--- src/sv/tbd_pkg.sv ---
// Shared types, constants and round schedule for the TEA block decryptor.
`default_nettype none

package tbd_pkg;

	// Cipher geometry.
	localparam int unsigned ROUNDS    = 32;
	localparam int unsigned CELLS     = 2 * ROUNDS;
	localparam int unsigned WORD_W    = 32;
	localparam int unsigned ADDR_W    = 4;
	localparam logic [31:0] TEA_DELTA = 32'h9E37_79B9;

	// Key register indexes on the configuration port.
	localparam logic [1:0] REG_KEY0 = 2'd0;
	localparam logic [1:0] REG_KEY1 = 2'd1;
	localparam logic [1:0] REG_KEY2 = 2'd2;
	localparam logic [1:0] REG_KEY3 = 2'd3;

	// Data handed from one cell to the next: x feeds the mix, y is updated.
	typedef struct packed {
		logic              valid;
		logic [WORD_W-1:0] x;
		logic [WORD_W-1:0] y;
	} lane_t;

	// The 128-bit key as four words.
	typedef struct packed {
		logic [WORD_W-1:0] k3;
		logic [WORD_W-1:0] k2;
		logic [WORD_W-1:0] k1;
		logic [WORD_W-1:0] k0;
	} key_t;

	// Running sum seen by half-round cell c: delta times the rounds still to go.
	function automatic logic [WORD_W-1:0] cell_sum(input int unsigned c);
		logic [63:0] prod;
		prod = 64'(TEA_DELTA) * 64'(ROUNDS - (c >> 1));
		return prod[WORD_W-1:0];
	endfunction

endpackage

`default_nettype wire

--- src/sv/tbd_cfg.sv ---
// APB register file holding the four key words.
`default_nettype none

module tbd_cfg (
	input  wire logic                       clk,
	input  wire logic                       arst_n,
	input  wire logic                       psel,
	input  wire logic                       penable,
	input  wire logic                       pwrite,
	input  wire logic [tbd_pkg::ADDR_W-1:0] paddr,
	input  wire logic [31:0]                pwdata,
	output logic [31:0]                     prdata,
	output logic                            pready,
	output tbd_pkg::key_t                   key
);

	tbd_pkg::key_t key_q;
	logic          wr;
	logic [1:0]    idx;

	assign pready = 1'b1;
	assign wr     = psel && penable && pwrite;
	assign idx    = paddr[3:2];
	assign key    = key_q;

	// Key writes; reset key is 1, 2, 3, 4.
	always_ff @(posedge clk or negedge arst_n) begin
		if (!arst_n) begin
			key_q.k0 <= 32'd1;
			key_q.k1 <= 32'd2;
			key_q.k2 <= 32'd3;
			key_q.k3 <= 32'd4;
		end else if (wr) begin
			unique case (idx)
				tbd_pkg::REG_KEY0: key_q.k0 <= pwdata;
				tbd_pkg::REG_KEY1: key_q.k1 <= pwdata;
				tbd_pkg::REG_KEY2: key_q.k2 <= pwdata;
				tbd_pkg::REG_KEY3: key_q.k3 <= pwdata;
			endcase
		end
	end

	// Read-back of the addressed key word.
	always_comb begin
		unique case (idx)
			tbd_pkg::REG_KEY0: prdata = key_q.k0;
			tbd_pkg::REG_KEY1: prdata = key_q.k1;
			tbd_pkg::REG_KEY2: prdata = key_q.k2;
			tbd_pkg::REG_KEY3: prdata = key_q.k3;
		endcase
	end

endmodule

`default_nettype wire

--- config.mk ---
export PLATFORM = sky130hd
export DESIGN_NAME = tbd_cfg
export DESIGN_NICKNAME = d
export VERILOG_FILES = /design/src/sv/tbd_pkg.sv /design/src/sv/tbd_cfg.sv
export SDC_FILE = /design/constraint.sdc
export NUM_CORES = 1
export LEC_CHECK = 0
export BUFFER_PORTS_ARGS = -buffer_cell sky130_fd_sc_hd__buf_4
export CAP_MARGIN = 20
export CELL_PAD_IN_SITES_DETAIL_PLACEMENT = 1
export CELL_PAD_IN_SITES_GLOBAL_PLACEMENT = 1
export CORE_MARGIN = 4
export CORE_UTILIZATION = 39
export CTS_BUF_LIST = sky130_fd_sc_hd__clkbuf_4 sky130_fd_sc_hd__clkbuf_8
export DETAILED_ROUTE_END_ITERATION = 10
export GPL_ROUTABILITY_DRIVEN = 1
export PLACE_DENSITY_LB_ADDON = 0.1
export SLEW_MARGIN = 10
export SYNTH_ARGS = -nofsm -noshare
export SYNTH_HDL_FRONTEND = slang
export SYNTH_SLANG_ARGS = --single-unit
--- constraint.sdc ---
create_clock -name clk -period 1.3 [get_ports clk]
set_input_delay 0.13 -clock clk [delete_from_list [all_inputs] [get_ports clk]]
set_output_delay 0.13 -clock clk [all_outputs]
set_load 0.005 [all_outputs]
# After elaboration in Yosys (flattened, before gate mapping)
# Index checks and enable logic that the tools add are counted.
# totals
register_bits	128
in_bits	41
output_inout_bits	161
# classes
eq_ne	3
n_mux	1
reduce_logical	7
# ops
cell	n
case mux 32 bit (4 select lines)	1
AND reduction 2 bit	4
equality test 2 bit (second input constant)	2
equality test 2 x 1 -> 1 bit (second input constant)	1
logical AND 1 bit	2
logical NOT 2 bit	1

# Logic depth before layout (Yosys ltp)
# Gate-level depths: netlist (run 1).
# logic_depth
word_depth	3
depth_mapped	5
depth_no_buf	3

# Least setup slack after synthesis (run 1)
# No wires, ideal clock.
# synth_path
path_kind	in2reg
startpoint	in pwrite
endpoint	reg key_q, in the netlist key[10]
t_arrival_ns	1.133
required_time_ns	1.175
setup_slack_ns	0.042
path_stages	4
path_buffers	1
cell_sequence	and3_4 nor3b_4 buf_6 mux2_2
# synth_via
elab_chain_cells	2
# synth_rtl
item	line	source
start, declared	tbd_cfg.sv:9	input wire logic pwrite,
logical AND 1 bit	tbd_cfg.sv:22	assign wr = psel && penable && pwrite;
AND reduction 2 bit (no source line)	-	
end, declared	tbd_cfg.sv:17	tbd_pkg::key_t key_q;
# Every way passes these cells.
# A chain may end at the register's enable or synchronous reset.

# Final worst setup path (run 1)
# layout_path
startpoint	reg key_q, in the netlist key[11]
endpoint	out prdata[11]
# layout_via
elab_chain_cells	1
# layout_rtl
item	line	source
case mux 32 bit (4 select lines)	tbd_cfg.sv:45	unique case (idx)
end, declared	tbd_cfg.sv:12	output logic [31:0] prdata,
# Every way passes these cells.

==> results of run 1 <==
==> synthesized netlist by cell type (all sizes together) <==
library cell	count	share of area [%]
mux2	128	26
conb	1	0.067
buf	19	2.6
and3	1	0.20
dfstp	5	2.3
nand3b	1	0.36
dfrtp	123	55
nor3b	1	0.33
and3b	1	0.16
clkbuf	3	0.20
nand3	1	0.089
mux4	32	13
==> critical path: cells and delay by family (launching register included) <==
family | cells | cell delay (ns)
multiplexers | 1 | 0.52
flip-flops | 1 | 0.42
buffers and inverters | 1 | 0.14
==> per-layer routing <==
layer / up-vias / part of all wire [%] / routed length (um) / track usage [%]
li1: 1958 / - / - / -
met1: 2362 / 39 / 7710 / 28.9
met2: 178 / 52 / 10300 / 39.7
met3: 25 / 6.6 / 1290 / 6.33
met4: 0 / 1.6 / 309 / 6.99
met5: - / 0 / 0 / 0
==> cell usage in the layout, fill, tap and decap left out, drive strengths merged, types with 2 or more instances in the layout <==
cell type	count
dfstp	5
dfrtp	123
clkbuf	30
clkinv	2
mux4	32
mux2	128
dlygate4sd3	33
buf	357
==> cell type report <==
class                   instances  area, um^2  area share, %
clock inverters                 2        10.0          0.105
clock buffers                  30         350           3.69
flip-flops and latches        128        3210           33.8
multi-input cells             166        2260           23.8
well taps                     180         225           2.37
diodes                          1        2.50         0.0263
repair buffers                390        3440           36.2
==> power groups by stage <==
stage                     clock network (mW)  logic (mW)  registers, mW
after floorplan                            0        1.43           5.66
after CTS                               3.18        5.64           5.48
final                                   3.16        6.25           5.56
after global placement                     0        3.87           5.74
after global routing                    3.42        6.68           5.66
after detailed placement                   0        3.97           5.80
==> how the worst max path moves through the flow <==
stage	slack [ns]	end
after detailed placement	-0.11	key[18]
after global placement	-0.08	key[25]
after CTS	-0.32	prdata[15]
final	-0.35	prdata[11]
after floorplan	0.04	key[10]
after global routing	-0.39	prdata[11]
==> stage by stage <==
| step | hold slack (ns) | power [mW] |
|---|---|---|
| final | 0.127 | 15.0 |
| after global routing | 0.136 | 15.8 |
| after CTS | 0.132 | 14.3 |
| after detailed placement | 0.0638 | 9.76 |
| after global placement | 0.0645 | 9.61 |
| after floorplan | -0.166 | 7.09 |
==> what timing repair did <==
item                                    4_1_cts  5_1_grt
hold buffers                                 33        0
cloned                                        0        0
buffers inserted                            102       30
endpoints found under the hold margin       255        0
endpoints found under the setup margin       32       37
resized for setup                            32       40
==> logic make-up (layout without fill, tap and decap cells) <==
family	Yosys count	after routing	share of synthesized area [%]
simple gates	5	5	1.14
mux	160	160	38.9
buf+inv	22	422	2.83
other cells	1	2	0.0667
flops	128	128	57.1
==> metrics.md, run 1 <==
| Metric | Value |
|---|---|
| Max-slew violations | 0 |
| Leak Pwr | 4.63 nW |
| Drt total wl | 19.6 mm |
| Worst-case clock buffer depth | 2 |
| Initial antenna violation count | 1 |
| Synth warnings | 0 |
| Pin count of the biggest net entering global routing | 36 |
| Status | finished with violations |
| Final Hold Viols | 0 |
| Std-Cell Core Area | 14000 um^2 |
| Nets | 744 |
| CP max-delay cell | mux4_2 |
| Placer Congestion | 0.803 |
| Crit path cell chain | mux4_2, buf_6 |
| WP data arrival | 1.52 ns |
| Critical Path Max Stage Delay | 0.52 ns |
| First-pass GRT wire length | 28.9 mm |
| Syn nets | 357 |
| Clk pin slew, worst setup/hold paths | 0.08 ns |
| Worst r2r src | key[11] |
| Die W | 128 um |
| DP Wirelength | 11.4 mm |
| Syn Area/Cell | 17.8 um^2 |
| H-tree Lvls | 4 |
| Clk Latency, worst-skew pair | 0.43 ns |
| Sw Share | 27.6% |
| Final core utilization | 67.9% |
| Min Clock Period, post-route | 1.65 ns |
| Reg2reg end | key[11] |
| Starting Density | 40.2% |
| Post-place instance area | 7550 um^2 |
| DR iter-0 viols | 179 |
| ANT nets after route | 0 |
| Die ar. | 16400 um^2 |
| Total GRT Usage | 23.3% |
| Placement Setup Slack | -0.110 ns |
| Clk sinks | 128 |
| Synthesized flop and latch total | 128 |
| Inst Count DP | 700 |
| RSZ-0062 raised after global routing | true |
| Failing checks | setup timing |
| Layout cells sized above 1 | 77.1% |
| Largest register FFs | 128 |
| Worst min path class | input pin to async pin |
| CP required | 1.17 ns |
| Clock network power share | 21.1% |
| Synth unique cells | 16 |
| Finished Layout Cells | 897 |
| Worst r2r path cells | 3 |
| Internal | 10.8 mW |
| Register area share after synthesis | 57.1% |
| Layout area overhead | 69.0% |
| Crit path launch | key[11] |
| Setup TNS | -9.58 ns |
| Io pins | 202 |
| Number of CTS-inserted buffers | 17 |
| GR Overflow Total | 0 |
| CTS tree | done |
| DRC errors left | 0 |
| Fill cells | 1278 |
| Mapped Cells | 316 |
| Crit path max fanout | 2 |
| Setup slack after layout | -0.352 ns |
| Pwr dens | 1580 nW/um^2 |
| Final Instance Area | 9500 um^2 |
| Crit share post-route | 127% |
| Buffers on Ports | 198 |
| Reg2Reg Setup Slack | 0.26 ns |
| Setup Crit Path Kind | flip-flop to output port |
| Max rail drop VDD | 0.965 mV |
| Register share of total power | 37.1% |
| Row count | 43 |
| TritonRoute pass-1 iters | 5 |
| Cell Area, Synth | 5620 um^2 |
| Vias in the first global route | 5006 |
| Vias post-DR | 4523 |
| Max_cap viols | 0 |
| Fmax | 605 MHz |
| Vias per cell | 5.04 |
| # setup viols final | 51 |
| Root Buffer | clkbuf_8 |
| Die Span Y | 128 um |
| Layout Skew | 0 ns |
| Element type at the critical path start | flip-flop |
| Power share of the combinational group | 41.8% |
| Per-cell routed wire length | 21.9 um |
| NetSw | 4.13 mW |
| CP Capture Type | output port |
Note: power is estimated with default switching activity, not from simulation.
==> run 2: changes to the inputs <==
--- a/config.mk
+++ b/config.mk
@@ -9,7 +9,6 @@
 export CAP_MARGIN = 20
 export CELL_PAD_IN_SITES_DETAIL_PLACEMENT = 1
 export CELL_PAD_IN_SITES_GLOBAL_PLACEMENT = 1
-export CORE_MARGIN = 4
 export CORE_UTILIZATION = 39
 export CTS_BUF_LIST = sky130_fd_sc_hd__clkbuf_4 sky130_fd_sc_hd__clkbuf_8
 export DETAILED_ROUTE_END_ITERATION = 10
==> constraint.sdc (replaced) <==
create_clock -name clk -period 1.3 [get_ports clk]
set_input_delay 0.13 -clock clk [delete_from_list [all_inputs] [get_ports clk]]
set_output_delay 0.13 -clock clk [all_outputs]
set_load 0.02 [all_outputs]
==> metrics.md, run 2 (synthesized netlist as in run 1, its figures left out) <==
| Metric | Value |
|---|---|
| Fmax | 600 MHz (-0.92%) |
| Io pins | 202 (unchanged) |
| Layout Skew | 0 ns (unchanged) |
| Pwr dens | 1780 nW/um^2 (+13%) |
| CP Capture Type | output port |
| Std-Cell Core Area | 14000 um^2 (unchanged) |
| Row count | 43 (unchanged) |
| Clk pin slew, worst setup/hold paths | 0.08 ns (about the same) |
| Min Clock Period, post-route | 1.67 ns (+0.0154 ns) |
| CTS tree | done |
| Per-cell routed wire length | 22.8 um (+4.5%) |
| ANT nets after route | 0 (unchanged) |
| Leak Pwr | 4.61 nW (-0.32%) |
| # setup viols final | 35 (-31%) |
| Wire length on met1 | 7.77 mm (+0.80%) |
| DR iter-0 viols | 136 (-24%) |
| RSZ-0062 raised after global routing | true |
| WP data arrival | 1.54 ns (+0.02 ns) |
| Root Buffer | clkbuf_8 |
| Total GRT Usage | 25.4% (+2.1 points) |
| Fill cells | 1242 (-2.8%) |
| Reg2Reg Setup Slack | 0.19 ns (-0.07 ns) |
| Layout cells sized above 1 | 76.2% (-0.86 points) |
| Failing checks | setup timing |
| Die Span Y | 122 um (-4.7%) |
| Final Instance Area | 9690 um^2 (+2.0%) |
| Placer Congestion | 0.710 (-12%) |
| Setup slack after layout | -0.367 ns (-0.0154 ns) |
| Final core utilization | 69.2% (+1.3 points) |
| Clk sinks | 128 (unchanged) |
| Largest register FFs | 128 (unchanged) |
| ANT cells | 0 (-1) |
| Vias per cell | 5.06 (+0.30%) |
| Element type at the critical path start | flip-flop |
| Initial antenna violation count | 0 (-1) |
| DP Wirelength | 10.7 mm (-5.9%) |
| Die W | 122 um (-4.7%) |
| H-tree Lvls | 4 (unchanged) |
| WL met2 | 10.7 mm (+4.2%) |
| Status | finished with violations |
| Footprint of the multi-input gates | 2260 um^2 (unchanged) |
| Buffers on Ports | 198 (unchanged) |
| Die ar. | 14900 um^2 (-9.2%) |
| Placement Setup Slack | -0.119 ns (-0.00863 ns) |
| GR Overflow Total | 0 (unchanged) |
| Post-place instance area | 7540 um^2 (about the same) |
| DRC errors left | 0 (unchanged) |
| Inst Count DP | 699 (-0.14%) |
| Setup Crit Path Kind | flip-flop to output port |
| Final Hold Viols | 0 (unchanged) |
| Drt total wl | 19.9 mm (+1.3%) |
| Worst min path class | input pin to async pin |
| Clk Latency, worst-skew pair | 0.44 ns (about the same) |
| First-pass GRT wire length | 27.3 mm (-5.7%) |
| Starting Density | 40.2% (unchanged) |
| Vias post-DR | 4400 (-2.7%) |
| Finished Layout Cells | 870 (-3.0%) |
| Total power | 17.2 mW (+15%) |
| CP required | 1.17 ns (about the same) |
| Crit share post-route | 128% (+1.2 points) |
| Nets | 718 (-3.5%) |
| Max rail drop VDD | 1.07 mV (+11%) |
| Pin count of the biggest net entering global routing | 32 (-11%) |
| TritonRoute pass-1 iters | 4 (-1) |
| Most frequent cells in the layout | buf_4 (159), buf_6 (159), dfrtp_1 (123), mux2_2 (115), dlygate4sd3_1 (33) |
| Routed wl met3 | 953 um (-26%) |
| Max_cap viols | 0 (unchanged) |
| Crit path max fanout | 2 (unchanged) |
| Worst-case clock buffer depth | 2 (unchanged) |
| Layout area overhead | 72.3% |
| Number of CTS-inserted buffers | 17 (unchanged) |
| Uppermost layer routed | met4 |
| Vias in the first global route | 4818 (-3.8%) |
| Max-slew violations | 0 (unchanged) |
| Register area | 3210 um^2 (unchanged) |
[run 2: per-layer routing]
metal	track usage, %	up-vias
met5	0	-
met4	9.41	0
met3	7.77	37
met2	43.3	157
met1	30.1	2301
li1	-	1905
[run 2: final cells by class]
type / instances / share of cell area, %
sequential: 128 / 33.1
clock inverter: 5 / 0.801
timing repair buffer: 364 / 36.9
tap: 180 / 2.33
clock buffer: 27 / 3.51
multi-input combinational: 166 / 23.3
[run 2: final timing paths]
path | startpoint | endpoint | cells past startpoint
min reg2reg | key[61] | key[61] | 1
max | key[13] | prdata[13] | 2
min in group clk | paddr[3] | key[126] | 4
max reg2reg | key[74] | key[74] | 4
max in group asynchronous | arst_n | key[64] | 3
min | arst_n | key[6] | 2
[run 2: power by group]
group | internal, mW | leakage (nW) | switching (mW) | total [mW]
logic | 4.49 | 2.84 | 3.48 | 7.96
registers | 4.94 | 1.56 | 0.723 | 5.67
clock network | 2.06 | 0.217 | 1.54 | 3.60
[run 2: stage by stage]
| stage | hold slack [ns] | setup TNS (ns) |
|---|---|---|
| after CTS | 0.153 | -10.14 |
| final | 0.155 | -10.22 |
| after detailed placement | 0.0905 | -6.52 |
| after floorplan | -0.166 | 0 |
| after global placement | 0.0886 | -5.74 |
| after global routing | 0.159 | -12.14 |
[run 2: repair_timing]
item | 4_1_cts | 5_1_grt
endpoints found under the hold margin | 254 | 0
hold buffers | 33 | 0
endpoints found under the setup margin | 33 | 124
resized for setup | 35 | 125
buffers inserted | 93 | 46
[run 2: critical path, cell delays in order (launching register included)]
cell	delay (ns)
dfrtp_1	0.42
mux4_2	0.51
buf_6	0.16
