==> src/sv/tbd_pkg.sv <==
// Shared types, constants and round schedule for the TEA block decryptor.
`default_nettype none

package tbd_pkg;

	// Cipher geometry.
	localparam int unsigned ROUNDS    = 32;
	localparam int unsigned CELLS     = 2 * ROUNDS;
	localparam int unsigned WORD_W    = 32;
	localparam int unsigned ADDR_W    = 4;
	localparam logic [31:0] TEA_DELTA = 32'h9E37_79B9;

	// Key register indexes on the configuration port.
	localparam logic [1:0] REG_KEY0 = 2'd0;
	localparam logic [1:0] REG_KEY1 = 2'd1;
	localparam logic [1:0] REG_KEY2 = 2'd2;
	localparam logic [1:0] REG_KEY3 = 2'd3;

	// Data handed from one cell to the next: x feeds the mix, y is updated.
	typedef struct packed {
		logic              valid;
		logic [WORD_W-1:0] x;
		logic [WORD_W-1:0] y;
	} lane_t;

	// The 128-bit key as four words.
	typedef struct packed {
		logic [WORD_W-1:0] k3;
		logic [WORD_W-1:0] k2;
		logic [WORD_W-1:0] k1;
		logic [WORD_W-1:0] k0;
	} key_t;

	// Running sum seen by half-round cell c: delta times the rounds still to go.
	function automatic logic [WORD_W-1:0] cell_sum(input int unsigned c);
		logic [63:0] prod;
		prod = 64'(TEA_DELTA) * 64'(ROUNDS - (c >> 1));
		return prod[WORD_W-1:0];
	endfunction

endpackage

`default_nettype wire

==> src/sv/tbd_outq.sv <==
// Two-entry output queue that lets the cell chain run while a result waits.
`default_nettype none

module tbd_outq (
	input  wire logic                       clk,
	input  wire logic                       arst_n,
	input  wire logic                       push,
	input  wire logic [tbd_pkg::WORD_W-1:0] push_first,
	input  wire logic [tbd_pkg::WORD_W-1:0] push_second,
	output logic                            not_full,
	output logic                            head_valid,
	input  wire logic                       pop_ready,
	output logic [tbd_pkg::WORD_W-1:0]      head_first,
	output logic [tbd_pkg::WORD_W-1:0]      head_second
);

	logic [tbd_pkg::WORD_W-1:0] first_q  [2];
	logic [tbd_pkg::WORD_W-1:0] second_q [2];
	logic                       wptr_q;
	logic                       rptr_q;
	logic [1:0]                 count_q;
	logic                       pop;

	assign head_valid  = (count_q != 2'd0);
	assign not_full    = (count_q != 2'd2);
	assign pop         = head_valid && pop_ready;
	assign head_first  = first_q[rptr_q];
	assign head_second = second_q[rptr_q];

	// Pointers and fill count.
	always_ff @(posedge clk or negedge arst_n) begin
		if (!arst_n) begin
			wptr_q  <= 1'b0;
			rptr_q  <= 1'b0;
			count_q <= 2'd0;
		end else begin
			if (push) begin
				wptr_q <= ~wptr_q;
			end
			if (pop) begin
				rptr_q <= ~rptr_q;
			end
			unique case ({push, pop})
				2'b10:   count_q <= count_q + 2'd1;
				2'b01:   count_q <= count_q - 2'd1;
				default: count_q <= count_q;
			endcase
		end
	end

	// Result storage.
	always_ff @(posedge clk) begin
		if (push) begin
			first_q[wptr_q]  <= push_first;
			second_q[wptr_q] <= push_second;
		end
	end

endmodule

`default_nettype wire

==> config.mk <==
export PLATFORM = sky130hd
export DESIGN_NAME = tbd_outq
export DESIGN_NICKNAME = d
export VERILOG_FILES = /design/src/sv/tbd_pkg.sv /design/src/sv/tbd_outq.sv
export SDC_FILE = /design/constraint.sdc
export NUM_CORES = 1
export LEC_CHECK = 0
export BUFFER_PORTS_ARGS = -buffer_cell sky130_fd_sc_hd__buf_2
export CORE_UTILIZATION = 52
export DETAILED_ROUTE_END_ITERATION = 6
export HOLD_SLACK_MARGIN = 0.1
export MAX_ROUTING_LAYER = met4
export PLACE_DENSITY = 0.77
export SLEW_MARGIN = 20
export SYNTH_ARGS = -nofsm -noshare
export SYNTH_HDL_FRONTEND = slang
export SYNTH_SLANG_ARGS = --single-unit
==> constraint.sdc <==
create_clock -name clk -period 4.5 [get_ports clk]
set_input_delay 0.675 -clock clk [delete_from_list [all_inputs] [get_ports clk]]
set_output_delay 0.675 -clock clk [all_outputs]
set_load 0.02 [all_outputs]
# Yosys cells after proc, flatten, opt, wreduce, memory -nomap -nowiden
# Memory sizes are Yosys's and may differ from the RTL's.
# Index checks and enable logic that the tools add are counted.
[word_totals] elab_cells=18 n_memories=2 ramBits=128 output_inout_bits=66 reg_bits=4 input_bits=68
[op_classes] addsub=2 bitwise=2 reduce_logical=3 n_mux=3 eq_ne=3
[memory_table] name="first_q" words=2 word_bits=32 read_ports=1 rd_ports_with_merged_regs=0 wr=1 line_no="tbd_outq.sv:17" rtl="logic [tbd_pkg::WORD_W-1:0] first_q [2];"
[memory_table] name="second_q" words=2 word_bits=32 read_ports=1 rd_ports_with_merged_regs=0 wr=1 line_no="tbd_outq.sv:18" rtl="logic [tbd_pkg::WORD_W-1:0] second_q [2];"
[ops] op="2-bit case mux with 2 select lines" n=1
[ops] op="2-bit nonzero test" n=2
[ops] op="2-bit by 1-bit adder with 2-bit output (second input constant)" n=1
[ops] op="2-bit by 1-bit == test with 1-bit output (second input constant)" n=1
[ops] op="2-bit == test (second input constant)" n=1
[ops] op="1-bit two-way mux" n=2
[ops] op="2-bit inequality test (second input constant)" n=1
[ops] op="1-bit NOT" n=2
[ops] op="2-bit by 1-bit subtractor with 2-bit output (second input constant)" n=1
[ops] op="1-bit logical AND" n=1

# Longest topological paths before layout
# Gate-level depths: netlist of the first run.
[logic_depth] depth_word=4 depth_mapped=6 mapped_depth_nobuf=6

# Least setup slack after synthesis of the first run
# OpenSTA, ideal clock, no wires.
[synth_timing] path_kind="input port to flip-flop" from="input port push" to="memory first_q[0][0] in the netlist's numbering (enable)" path_buffers=0 setup_slack_ns=0.594 stages=2 t_required_ns=4.012 setup_ns=0.488 t_arrival_ns=3.418 cell_sequence="inv_1 -> nor2_1"
[synth_via] elab_chain_cells=2
[synth_lines] item="start, declared" line_no="tbd_outq.sv:7" rtl="input wire logic push,"
[synth_lines] item="1-bit two-way mux" line_no="tbd_outq.sv:53" rtl="if (push) begin"
[synth_lines] item="1-bit two-way mux (implied by the code)" line_no="tbd_outq.sv:54" rtl="first_q[wptr_q] <= push_first;"
[synth_lines] item="end, declared" line_no="tbd_outq.sv:17"
# Every way passes these cells.

# Final worst setup path of the first run
[layout_timing] from="register rptr_q" to="output port head_second[31] in the netlist's numbering"
[layout_via] elab_chain_cells=1
[layout_lines] item="start, declared" line_no="tbd_outq.sv:20" rtl="logic rptr_q;"
[layout_lines] item="start signal, assigned" line_no="tbd_outq.sv:41" rtl="rptr_q <= ~rptr_q;"
[layout_lines] item="memory 2 x 32 bit"
[layout_lines] item="end, declared" line_no="tbd_outq.sv:14" rtl="output logic [tbd_pkg::WORD_W-1:0] head_second"
# Every way passes these cells.

==> results of run 1 <==
==> kinds of logic (layout without fill, tap and decap cells) <==
family,count (synthesis),count (layout)
buffers and inverters,8,167
xor gates and xnor gates,5,5
and+or+nand+nor,6,6
adders and majority gates,1,1
muxes,64,64
DFF,132,132
==> worst min-delay path by stage <==
stage	cells past startpoint	startpoint	to
detailed placement	1	arst_n	count_q[0]$_DFFE_PN0P_
global route	1	push_second[17]	second_q[1][17]$_DFFE_PP_
global placement	1	arst_n	count_q[0]$_DFFE_PN0P_
CTS	1	push_second[17]	second_q[0][17]$_DFFE_PP_
floorplan	0	arst_n	count_q[0]$_DFFE_PN0P_
finish	1	push_second[17]	second_q[0][17]$_DFFE_PP_
==> registers in the layout, indices dropped and copies added (netlist names) <==
name,count
first_q,64
count_q,2
wptr_q,1
rptr_q,1
second_q,64
==> per-stage QoR <==
stage	worst slack [ns]	instance area, um^2	power [W]	utilization (%)
final	1.72	6360	0.00431	68.5
after detailed placement	2.03	5800	0.00314	62.4
after floorplan	0.594	5020	0.00281	-
after global routing	1.62	6360	0.00450	68.5
after global placement	2.04	5800	0.00312	62.4
after CTS	1.48	6330	0.00435	68.2
==> worst register-to-register path, delay by kind of cell (launching register included) <==
family                 cells  cell delay, ns
buffers and inverters      1            0.67
AND/OR/NAND/NOR            1            0.11
flip-flops                 1            0.43
==> cell type report <==
| class | instances | share of cell area (%) |
|---|---|---|
| flip-flops and latches | 132 | 62.1 |
| multi-input cells | 76 | 15.9 |
| repair buffers | 136 | 11.2 |
| clock buffers | 17 | 6.51 |
| well taps | 129 | 2.54 |
| clock inverters | 13 | 1.79 |
| inverters | 1 | 0.0590 |
==> power by group through the flow <==
| stage | Clock, W | Sequential, W | Combinational, W |
|---|---|---|---|
| after floorplan | 0 | 0.00172 | 0.00108 |
| after global placement | 0 | 0.00187 | 0.00124 |
| after detailed placement | 0 | 0.00188 | 0.00126 |
| after CTS | 0.00123 | 0.00186 | 0.00126 |
| after global routing | 0.00128 | 0.00179 | 0.00143 |
| final | 0.00120 | 0.00176 | 0.00135 |
==> synthesized netlist by cell type, drive strengths merged <==
library cell,count
inv,1
and2,2
xor2,3
mux2,64
dfrtp,4
nor2,2
nand2b,1
or2,1
ha,1
xnor2,2
edfxtp,128
buf,7
==> what timing repair did <==
item,in CTS,in global routing
buffers inserted,0,0
endpoints found under the hold margin,4,0
hold buffers,1,0
==> metal layers <==
metal	share of wire, %	routed length, um	up-vias
met5	0	0	-
met4	1.3	104	0
met3	5.9	459	12
met2	50	3940	96
met1	43	3340	1157
li1	-	-	1145
==> impl_metrics.env, run 1 <==
export IMPL_status="complete, no violations"
export IMPL_synth_xor_area_share_pct=0.872
export IMPL_ant_nets=0
export IMPL_dp_hpwl_um=4830
export IMPL_p_leak_nw=2.55
export IMPL_cts_buffer_depth=2
export IMPL_critPathLaunch="rptr_q$_DFFE_PN0P_"
export IMPL_synth_compound_area_share_pct=0
export IMPL_syn_inst=216
export IMPL_drt_initial_drc_count=99
export IMPL_ys_seq_elements=132
export IMPL_hp_class="in -> reg"
export IMPL_drt_first_pass_iters=4
export IMPL_antenna_cells=0
export IMPL_fillers=646
export IMPL_ios=134
export IMPL_critical_path_top_delay_family="flip-flops"
export IMPL_crit_path_max_incr_delay_ns=0.70
export IMPL_slowest_stage="dfrtp_4"
export IMPL_gp_congestion=0.661
export IMPL_cts_tree="done"
export IMPL_grt_pass1_vias=2462
export IMPL_area_growth_pct=26.7
export IMPL_ys_seq_area_share_pct=78.6
export IMPL_drive_above_1_share_pct=62.1
export IMPL_fin_setup_tns_ns=0
export IMPL_die_area_um2=10100
export IMPL_synth_top_family_by_area="multiplexers"
export IMPL_die_w_um=100
export IMPL_p_switching_w=0.00132
export IMPL_power_density_nw_per_um2=677
export IMPL_crit_type="reg -> out"
export IMPL_synth_area_leaders="edfxtp_1, mux2_4, mux2_2"
export IMPL_r2r_end="first_q[0][22]$_DFFE_PP_"
export IMPL_die_y_um=100
export IMPL_synthAdderAreaFrac_pct=0.249
export IMPL_hold_ws_ns=0.369
export IMPL_cp_max_fo=42
export IMPL_finalClockSkew_ns=0.00621
export IMPL_slew_violations=0
export IMPL_worst_r2r_cell_count=2
export IMPL_row_count=35
export IMPL_syn_area_per_cell_um2=23.2
export IMPL_cts_root_buf="clkbuf_8"
export IMPL_io_buffers=133
export IMPL_power_frac_seq_pct=40.9
export IMPL_grt_max_degree=66
export IMPL_cap_violations=0
export IMPL_hold_viol_final=0
export IMPL_cp_start_kind="register"
export IMPL_mostFrequentLayoutCell="buf_2"
export IMPL_grt_usage_pct=16.8
export IMPL_path_clk_slew_ns=0.06
export IMPL_cts_repair_resize_count=0
export IMPL_synth_area_mux_share_pct=18.1
export IMPL_worstSetupPathDepth=3
export IMPL_grt_use_met3_pct=6.06
export IMPL_vdd_drop_max_uv=339
export IMPL_rsz0062_at_grt="no"
export IMPL_final_cell_mix="buf_2, edfxtp_1, mux2_4, clkbuf_16, mux2_2"
export IMPL_r2r_start="wptr_q$_DFFE_PN0P_"
export IMPL_cp_arrival_ns=2.10
export IMPL_p_comb_share_pct=31.3
export IMPL_endpoint="head_second[31]"
export IMPL_synth_distinct_cells=15
export IMPL_grt_first_pass_wirelength_um=11900
export IMPL_timing_fmax_mhz=360
export IMPL_wl_um=7840
export IMPL_clock_sinks=132
export IMPL_synth_top_cell_area_share_pct=76.6
export IMPL_worstMarginPinSlew_ns=0.891
export IMPL_p_clk_share_pct=27.8
export IMPL_multi_input_area_um2=1010
export IMPL_num_vias=2410
export IMPL_initial_core_util_pct=54.1
export IMPL_worstSkewPairLatency_ns=0.49
export IMPL_synth_warnings=0
export IMPL_top_usage_layer="met2"
export IMPL_stdcell_count=504
export IMPL_p_int_w=0.00298
export IMPL_synth_simple_area_share_pct=0.698
export IMPL_fin_nets=433
export IMPL_gr_total_overflow=0
export IMPL_ff_latch_area_um2=3950
export IMPL_synth_top_area_cell="edfxtp_1"
export IMPL_max_slew_margin_pct=40.6
export IMPL_antenna_found_initial=0
export IMPL_finalCriticalPeriod_ns=2.78
export IMPL_worstPathCellList="buf_16, mux2_2, buf_2"
export IMPL_r2r_slack_ns=2.86
export IMPL_core_area_um2=9280
export IMPL_met2_usage_pct=26.3
export IMPL_cts_htree_levels=4
export IMPL_dp_cells=472
export IMPL_fin_crit_sh_pct=61.7
export IMPL_cts_made_buffers=17
export IMPL_worst_setup_path_end_kind="output pin"
export IMPL_vias_per_cell=4.78
export IMPL_use_met1_pct=19.7
export IMPL_worstPathRequired_ns=3.83
export IMPL_drc=0
export IMPL_syn_cell_area_um2=5020
export IMPL_syn_nets=285
export IMPL_p_sw_share_pct=30.7
export IMPL_path_buf_inv=2
export IMPL_setup_viol=0
export IMPL_post_drt_wl_per_cell_um=15.6
(Power assumes the default switching activity.)
==> run 2, diff against run 1 <==
--- a/config.mk
+++ b/config.mk
@@ -6,11 +6,11 @@
 export NUM_CORES = 1
 export LEC_CHECK = 0
 export BUFFER_PORTS_ARGS = -buffer_cell sky130_fd_sc_hd__buf_2
-export CORE_UTILIZATION = 52
+export CORE_UTILIZATION = 47
 export DETAILED_ROUTE_END_ITERATION = 6
 export HOLD_SLACK_MARGIN = 0.1
 export MAX_ROUTING_LAYER = met4
-export PLACE_DENSITY = 0.77
+export PLACE_DENSITY = 0.73
 export SLEW_MARGIN = 20
 export SYNTH_ARGS = -nofsm -noshare
 export SYNTH_HDL_FRONTEND = slang
==> constraint.sdc (replaced) <==
create_clock -name clk -period 2.42 [get_ports clk]
set_input_delay 0.363 -clock clk [delete_from_list [all_inputs] [get_ports clk]]
set_output_delay 0.363 -clock clk [all_outputs]
set_load 0.02 [all_outputs]
==> run 2 against run 1 <==
  * Sequential share of layout area decreased by 7.0 points
  * Critical path depth unchanged
  * Global-route usage increased by 0.57 points
  * First-iteration DRC count increased by 23%
  * Total power increased by 99%
  * Design area increased by 13%
  * Sequential power increased by 84%
  * Hold slack got worse by 0.21 ns
  * Core utilization increased by 0.88 points
  * Register-to-register slack got worse by 2.0 ns
  * Critical endpoint is now head_second[21]
==> impl_metrics.env, run 2 (synthesized netlist as in run 1, its figures left out) <==
export IMPL_r2r_slack_ns=0.89
export IMPL_worstSkewPairLatency_ns=0.50
export IMPL_final_cell_mix="buf_2, edfxtp_1, dlygate4sd3_1, mux2_4, clkbuf_16"
export IMPL_initial_core_util_pct=48.6
export IMPL_crit_path_max_incr_delay_ns=0.63
export IMPL_clock_sinks=132
export IMPL_drt_initial_drc_count=122
export IMPL_die_w_um=105
export IMPL_worst_setup_path_end_kind="output pin"
export IMPL_die_area_um2=11100
export IMPL_slew_violations=0
export IMPL_cap_violations=0
export IMPL_vias_per_cell=4.64
export IMPL_finalCriticalPeriod_ns=2.32
export IMPL_cp_start_kind="register"
export IMPL_drive_above_1_share_pct=53.3
export IMPL_ant_nets=0
export IMPL_row_count=37
export IMPL_critPathLaunch="rptr_q$_DFFE_PN0P_"
export IMPL_post_cts_buffers=0
export IMPL_antenna_cells=0
export IMPL_p_leak_nw=2.89
export IMPL_drt_first_pass_iters=7
export IMPL_dp_hpwl_um=5310
export IMPL_total_power_w=0.00855
export IMPL_antenna_found_initial=0
export IMPL_cts_root_buf="clkbuf_8"
export IMPL_die_y_um=105
export IMPL_r2r_start="count_q[0]$_DFFE_PN0P_"
export IMPL_ios=134
export IMPL_grt_usage_pct=17.3
export IMPL_status="complete, no violations"
export IMPL_worstPathRequired_ns=2.06
export IMPL_fillers=664
export IMPL_mostFrequentLayoutCell="buf_2"
export IMPL_num_vias=2698
export IMPL_worstMarginPinSlew_ns=0.330
export IMPL_fin_setup_tns_ns=0
export IMPL_cts_htree_levels=4
export IMPL_hold_path_depth=3
export IMPL_cts_buffer_depth=2
export IMPL_path_clk_slew_ns=0.06
export IMPL_r2r_end="count_q[1]$_DFFE_PN0P_"
export IMPL_cts_made_buffers=17
export IMPL_vdd_drop_max_uv=726
export IMPL_slowest_stage="dfrtp_4"
export IMPL_cts_tree="done"
export IMPL_post_drt_wl_per_cell_um=15.0
export IMPL_dp_cells=483
export IMPL_cp_arrival_ns=1.95
export IMPL_stdcell_count=581
export IMPL_io_buffers=133
export IMPL_gr_total_overflow=0
export IMPL_drc=0
export IMPL_power_density_nw_per_um2=1190
export IMPL_core_area_um2=10300
export IMPL_hold_end="rptr_q$_DFFE_PN0P_"
export IMPL_setup_viol=0
export IMPL_cp_max_fo=28
export IMPL_holdBufCountCts=66
export IMPL_hp_class="in -> reg"
export IMPL_cts_repair_resize_count=0
export IMPL_grt_first_pass_wirelength_um=13800
export IMPL_rsz0062_at_grt="no"
export IMPL_worstPathCellList="buf_12, mux2_2, buf_2"
export IMPL_max_slew_margin_pct=78.0
export IMPL_critical_path_top_delay_family="flip-flops"
export IMPL_worst_r2r_cell_count=5
export IMPL_finalClockSkew_ns=0.00552
export IMPL_timing_fmax_mhz=432
export IMPL_final_util_pct=69.4
export IMPL_fin_nets=501
export IMPL_area_growth_pct=42.7
export IMPL_grt_pass1_vias=2847
export IMPL_hold_viol_final=0
export IMPL_fin_crit_sh_pct=95.7
export IMPL_path_buf_inv=2
export IMPL_wl_um=8700
export IMPL_grt_max_degree=47
export IMPL_hold_start="pop_ready"
export IMPL_reg_top3="first_q: 64 flops, second_q: 64 flops, count_q: 2 flops"
export IMPL_crit_type="reg -> out"
export IMPL_gp_congestion=0.687
run 2: changes by cell type in the layout (fill, tap and decap cells not counted):
| cell | change |
|---|---|
| buf_12 | +4 |
| buf_16 | -1 |
| dlygate4sd3_1 | +65 |
| clkbuf_1 | +1 |
| inv_6 | +1 |
| inv_8 | +1 |
| clkinv_2 | -3 |
| bufinv_16 | +3 |
| clkinvlp_4 | -1 |
run 2: area by class of cell:
| cell class | instances | area, um^2 | area share [%] |
|---|---|---|---|
| clock buffers | 18 | 418 | 5.83 |
| multi-input cells | 76 | 1010 | 14.1 |
| inverters | 1 | 3.75 | 0.0524 |
| repair buffers | 204 | 1410 | 19.7 |
| well taps | 136 | 170 | 2.38 |
| flip-flops and latches | 132 | 3950 | 55.1 |
| clock inverters | 14 | 201 | 2.81 |
run 2: worst max-delay path by stage:
stage / endpoint / cells past startpoint
floorplan: first_q[1][0]$_DFFE_PP_ / 1
global placement: head_second[26] / 3
detailed placement: head_second[31] / 3
CTS: head_second[31] / 3
global route: head_second[31] / 3
finish: head_second[21] / 3
run 2: worst reg2reg max path: cells and delay by family, from the launching register on:
kind                     cells  cell delay, ns
AND/OR/NAND/NOR              3            0.56
flip-flops                   1            0.42
adder cells (fa/ha/maj)      1            0.30
XOR/XNOR                     1            0.18
run 2: stage by stage:
stage / worst slack [ns] / cell area (um^2) / hold slack, ns
CTS: 0.0621 / 7160 / 0.135
global placement: 0.643 / 5880 / 0.171
finish: 0.103 / 7160 / 0.154
floorplan: 0.0584 / 5030 / 0.0674
global route: 0.00558 / 7160 / 0.133
detailed placement: 0.614 / 5880 / 0.174
run 2: power breakdown:
part,leakage [nW],internal (W),switching (W)
registers,1.25,0.00304,0.000198
logic,1.35,0.00128,0.00142
clock network,0.290,0.00169,0.000929
total,2.89,0.00600,0.00255
run 2: layer usage:
layer / global-route usage, % / vias up / routed length, um
li1: - / 1287 / -
met1: 20.3 / 1309 / 3670
met2: 28.3 / 94 / 4500
met3: 5.88 / 8 / 460
met4: 5.43 / 0 / 74
met5: - / - / 0
